$ cat src/rtl/core/spq_pkg.sv
// Shared types and constants of the sorted priority queue.
package spq_pkg;

    localparam int DEPTH_DEF = 64;

    localparam int VALUE_W  = 32;
    localparam int PRIO_W   = 16;
    localparam int KIND_W   = 2;
    localparam int STATUS_W = 2;
    localparam int FILL_W   = 7;
    localparam int TOTAL_W  = 32;

    localparam int IN_DATA_W  = 48;
    localparam int OUT_DATA_W = 128;

    localparam logic [KIND_W-1:0] KIND_ENQ  = 2'd0;
    localparam logic [KIND_W-1:0] KIND_DEQ  = 2'd1;
    localparam logic [KIND_W-1:0] KIND_SRCH = 2'd2;

    localparam logic [STATUS_W-1:0] STATUS_OK    = 2'd0;
    localparam logic [STATUS_W-1:0] STATUS_UNDER = 2'd1;
    localparam logic [STATUS_W-1:0] STATUS_OVER  = 2'd2;

    // Contents of one cell of the sorted row.
    typedef struct packed {
        logic                valid;
        logic [VALUE_W-1:0]  value;
        logic [PRIO_W-1:0]   prio;
    } t_slot;

    // Operation broadcast to every cell; the enables are already qualified.
    typedef struct packed {
        logic                enq;
        logic                deq;
        logic                srch;
        logic [VALUE_W-1:0]  value;
        logic [PRIO_W-1:0]   prio;
    } t_cmd;

endpackage

$ cat src/rtl/core/spq_cell.sv
// One cell of the sorted row: holds one entry and shifts with its neighbors.
module spq_cell #(
    parameter bit HEAD = 1'b0
) (
    input  logic          i_clk,
    input  logic          i_rst_n,
    input  spq_pkg::t_cmd i_cmd,
    input  spq_pkg::t_slot i_prev,
    input  spq_pkg::t_slot i_next,
    input  logic          i_prev_take,
    input  logic          i_hit_before,
    output logic          o_take,
    output logic          o_hit_after,
    output logic          o_first_hit,
    output spq_pkg::t_slot o_slot
);

    logic           r_valid;
    logic [spq_pkg::VALUE_W-1:0] r_value;
    logic [spq_pkg::PRIO_W-1:0]  r_prio;
    logic           r_first_hit;
    logic           n_valid;
    logic [spq_pkg::VALUE_W-1:0] n_value;
    logic [spq_pkg::PRIO_W-1:0]  n_prio;
    logic           w_hit;

    // The head is displaced only by a strictly higher priority; later cells
    // give way to an equal or higher one, so past the head a new entry goes ahead of older ones of equal priority.
    always_comb begin
        if (HEAD) begin
            o_take = !r_valid || (i_cmd.prio > r_prio);
        end else begin
            o_take = !r_valid || (r_prio <= i_cmd.prio);
        end
    end

    assign w_hit       = r_valid && (r_value == i_cmd.value);
    assign o_hit_after = i_hit_before || w_hit;
    assign o_first_hit = r_first_hit;
    assign o_slot      = '{valid: r_valid, value: r_value, prio: r_prio};

    always_comb begin
        n_valid = r_valid;
        n_value = r_value;
        n_prio  = r_prio;
        if (i_cmd.enq) begin
            if (i_prev_take) begin
                n_valid = i_prev.valid;
                n_value = i_prev.value;
                n_prio  = i_prev.prio;
            end else if (o_take) begin
                n_valid = 1'b1;
                n_value = i_cmd.value;
                n_prio  = i_cmd.prio;
            end
        end else if (i_cmd.deq) begin
            n_valid = i_next.valid;
            n_value = i_next.value;
            n_prio  = i_next.prio;
        end
    end

    always_ff @(posedge i_clk) begin
        if (!i_rst_n) begin
            r_valid <= 1'b0;
        end else begin
            r_valid <= n_valid;
        end
    end

    always_ff @(posedge i_clk) begin
        r_value <= n_value;
        r_prio  <= n_prio;
        if (i_cmd.srch) begin
            r_first_hit <= w_hit && !i_hit_before;
        end
    end

endmodule

$ cat config.mk
export PLATFORM = sky130hd
export DESIGN_NAME = spq_cell
export DESIGN_NICKNAME = d
export VERILOG_FILES = /design/src/rtl/core/spq_pkg.sv /design/src/rtl/core/spq_cell.sv
export SDC_FILE = /design/constraint.sdc
export NUM_CORES = 1
export LEC_CHECK = 0
export BUFFER_PORTS_ARGS = -buffer_cell sky130_fd_sc_hd__buf_4
export CAP_MARGIN = 10
export CORE_UTILIZATION = 44
export CTS_CLUSTER_DIAMETER = 80
export DETAILED_ROUTE_END_ITERATION = 7
export PLACE_DENSITY = 0.94
export SLEW_MARGIN = 15
export SYNTH_ARGS = -nofsm -noshare
export SYNTH_HDL_FRONTEND = slang
export SYNTH_SLANG_ARGS = --single-unit
$ cat constraint.sdc
create_clock -name i_clk -period 3.85 [get_ports i_clk]
set_input_delay 0.77 -clock i_clk [delete_from_list [all_inputs] [get_ports i_clk]]
set_output_delay 0.77 -clock i_clk [all_outputs]
set_load 0.02 [all_outputs]
Word-level counts from Yosys, hierarchy flattened
Cells that the tools add are included.
{"block": "classes", "n_lt_le_gt_ge": 1, "muxes": 12, "n_reduce_logical": 8, "eq_ne": 2}
{"op": "32-bit two-way mux", "n": 4}
{"op": "16-bit two-way mux", "n": 4}
{"op": "32-bit equality test", "n": 1}
{"op": "16-bit less-or-equal comparator", "n": 1}
{"op": "1-bit two-way mux", "n": 4}
{"op": "3-bit by 1-bit != test with 1-bit output (second input constant)", "n": 1}
{"op": "1-bit logical AND", "n": 2}
{"op": "1-bit zero test", "n": 2}
{"op": "1-bit logical OR", "n": 2}
{"op": "2-bit AND reduction", "n": 1}
{"op": "2-bit nonzero test", "n": 1}
{"block": "word_totals", "out_inout_bits": 52, "register_bits": 50, "input_bits": 153, "wordCells": 27}

Logic depth before layout (Yosys ltp)
{"block": "logic_depth", "word_depth": 5, "depth_mapped": 7}

Least setup slack after synthesis
No wires, ideal clock.
{"block": "synth_timing", "path_kind": "input to register", "start": "input port i_cmd[13] (netlist name)", "end": "register r_prio[0] (netlist name) (enable)", "path_stages": 7, "required_time_ps": 3428, "setup_time_ps": 422, "setup_slack_ps": 298, "path_buffers": 0, "t_arrival_ps": 3130, "cell_sequence": "inv_1 -> ha_1 -> nand4_4 -> nor2_1 -> a311oi_1 -> nand4_1 -> a21oi_2"}
{"block": "synth_via", "elab_chain_len": 4}
{"element": "start, declared", "line_no": "spq_cell.sv:7", "text": "input spq_pkg::t_cmd i_cmd,"}
{"element": "16-bit less-or-equal comparator", "line_no": "spq_cell.sv:33", "text": "o_take = !r_valid || (r_prio <= i_cmd.prio);"}
{"element": "1-bit logical OR", "line_no": "spq_cell.sv:33"}
{"element": "3-bit by 1-bit != test with 1-bit output (no line)"}
{"element": "2-bit AND reduction (no line)"}
{"element": "end signal, assigned", "line_no": "spq_cell.sv:73", "text": "r_prio <= n_prio;"}
{"element": "end, declared", "line_no": "spq_cell.sv:20", "text": "logic [spq_pkg::PRIO_W-1:0] r_prio;"}
No other way between the ends.
A chain may end at the register's enable or synchronous reset.

Final worst setup path
{"block": "layout_timing", "start": "input port i_cmd[1] (netlist name)", "end": "output port o_take"}
{"block": "layout_via", "elab_chain_len": 2}
{"element": "16-bit less-or-equal comparator", "line_no": "spq_cell.sv:33"}
{"element": "1-bit logical OR", "line_no": "spq_cell.sv:33"}
{"element": "end, declared", "line_no": "spq_cell.sv:12", "text": "output logic o_take,"}
No other way between the ends.

==> summary.txt <==
status: finished clean
top post-synthesis cells by area: edfxtp_1, mux2i_1, a21oi_1
HPWL Detailed: 7.727 mm
Distinct cells, synth: 31
cell with the most instances after synthesis: a21oi_1
Max stage delay on crit path: 0.38 ns
gr ovfl total: 0
flops & latches, synth: 50
Seq/Total Area, Yosys: 45.03%
worst skew pair latency: 0.30 ns
Tightest Pin Transition: 0.7033 ns
Post-Syn Area: 0.003312 mm^2
DR pass1 iterations: 4
clk_skew: 0.01372 ns
layout cells sized above 1: 42.03%
mean area per synthesized cell: 10.25 um^2
wire per inst: 15.27 um
htree depth: 2
pwr dens: 301.5 mW/mm^2
Core Region: 0.007253 mm^2
detailed-route wire length: 9.467 mm
row count: 31
Slew headroom: 53.11%
CP max stage cell: a2111o_1
HP Class: in -> reg
top_reg_cell synth: edfxtp_1
Final period util: 77.13%
crit-path cells: buf_4 > inv_1 > ha_1 > nor2b_1 > o211ai_1 > a2111o_1 > nand4_1 > nand2b_1 > buf_4
# IOs: 205
chip height: 88.76 um
deepest clock path buffer count: 2
crit path capture type: primary output
top cell type's share of synthesized area: 44.43%
asr flop ratio synth: 0%
DIE WIDTH: 88.76 um
Mapped Nets: 492
min Tclk post-route: 2.969 ns
Pins Over Slew Limit: 0
wire length of the first global-routing pass: 13.59 mm
CP max FO: 2
post-synthesis cell count: 323
Clock transition at path regs: 0.08 ns
vias in the first global route: 2955
crit path kind: in -> out
CP top delay family: compound AO/OA/AOI/OAI gates
Worst Path Required: 3.08 ns
number of diodes: 0
Fmax achieved: 336.8 MHz
DRC: 0
commonest cells in the synthesized netlist: a21oi_1, nor2_1, edfxtp_1, mux2i_1, xnor2_1
leakage: 2.336 nW
Area Overhead vs Synth: 51.08%
GRT Total Usage: 23.23%
Root Buffer: clkbuf_8
TNS Setup: 0 ns
RSZ-0062 raised after global routing: false
vias per cell: 5.018
synth warn: 0
post-CTS sizing: 0
Placed Area: 0.004922 mm^2
DRT iter0 DRCs: 65
CP Buf/Inv Count: 3
final hold viol count: 0
CTS tree: done
initial antenna violation count: 0
final net count: 689
initial core utilization: 45.66%
Post-synth EDFFs: 49
largest net degree at the start of global routing: 77
Post-CTS Setup Inserts: 0
VDD IR max: 0.0001575 V
Die Area: 0.007878 mm^2
MaxCap Viol Count: 0
crit path DAT: 2.20 ns
via count: 3111
Port Buf Inserts: 204
antenna-violating nets left: 0
clock sinks: 50
CP dominant cell by count: buf_4
# hold bufs at CTS: 0
Design Area, Final: 0.005004 mm^2
setup violators final: 0
TritonCTS Buffers: 5
area leader, netlist: edfxtp_1
GP Congestion: 0.8432
crit start category: input port
==> power breakdown <==
part / internal, mW / switching, mW / leakage, nW
Combinational: 0.264 / 0.249 / 1.80
Sequential: 0.664 / 0.0365 / 0.496
Clock: 0.126 / 0.169 / 0.0426
==> placed cells by master, fill, tap and decap left out, types with 2 or more instances in the layout <==
cell / netlist / layout
nor4_1: 2 / 2
edfxtp_1: 49 / 49
ha_1: 16 / 16
xor2_1: 2 / 2
mux2i_1: 48 / 48
nand2_1: 3 / 3
buf_4: 1 / 208
nor2b_1: 2 / 2
clkbuf_8: 0 / 5
o21ai_0: 3 / 3
inv_1: 19 / 19
nand4_1: 11 / 11
a21oi_1: 54 / 54
nand2b_1: 2 / 2
nor2_1: 53 / 53
xnor2_1: 27 / 27
==> kinds of logic (layout without fill, tap and decap cells) <==
logic type / after synthesis / in the layout / share of synthesized area [%]
compound gates: 65 / 65 / 11.03
flops: 50 / 50 / 45.03
xor+xnor: 29 / 29 / 7.669
simple gates: 77 / 77 / 10.73
buf+inv: 37 / 235 / 4.647
mux: 49 / 49 / 14.85
fa+ha+maj: 16 / 16 / 6.045
==> through the flow <==
stage,std cells,power [mW],worst slack (ns),hold WS (ns),util [%]
after floorplan,323,0.9656,0.2981,0.6871,-
after CTS,620,1.522,0.8720,0.6647,68.98
after detailed placement,612,1.229,0.8721,0.7849,67.86
after global routing,620,1.581,0.8067,0.6631,68.98
final,620,1.509,0.8805,0.6784,68.98
after global placement,612,1.213,0.8808,0.7525,67.86
==> sequential cells by signal, summed over array words and instances, names as in the netlist <==
name	cells
r_value	32
r_valid	1
o_first_hit	1
r_prio	16
==> area by class of cell <==
| cell class | count | area (um^2) |
|---|---|---|
| inverter | 19 | 71.32 |
| sequential | 50 | 1491 |
| multi-input combinational | 236 | 1674 |
| tap | 99 | 123.9 |
| clock buffer | 6 | 72.57 |
| timing repair buffer | 208 | 1562 |
| fill | 547 | 2250 |
| clock inverter | 2 | 8.758 |
==> layer usage <==
layer	GRT usage (%)	wire [um]	vias to the layer above
li1	-	-	1558
met1	23.96	3516	1406
met2	45.80	5098	137
met3	6.157	727	10
met4	6.158	125	0
met5	0	0	-
==> worst paths after layout <==
check / start / endpoint / slack, ns / depth (start not counted)
min reg2reg: r_value[12]$_DFFE_PP_ / o_first_hit$_DFFE_PP_ / 0.80 / 3
max: i_cmd[1] / o_take / 0.88 / 9
max reg2reg: r_prio[11]$_DFFE_PP_ / r_value[25]$_DFFE_PP_ / 1.52 / 6
min: i_cmd[48] / o_first_hit$_DFFE_PP_ / 0.68 / 1
No activity file was read; power rests on OpenSTA's default activity.
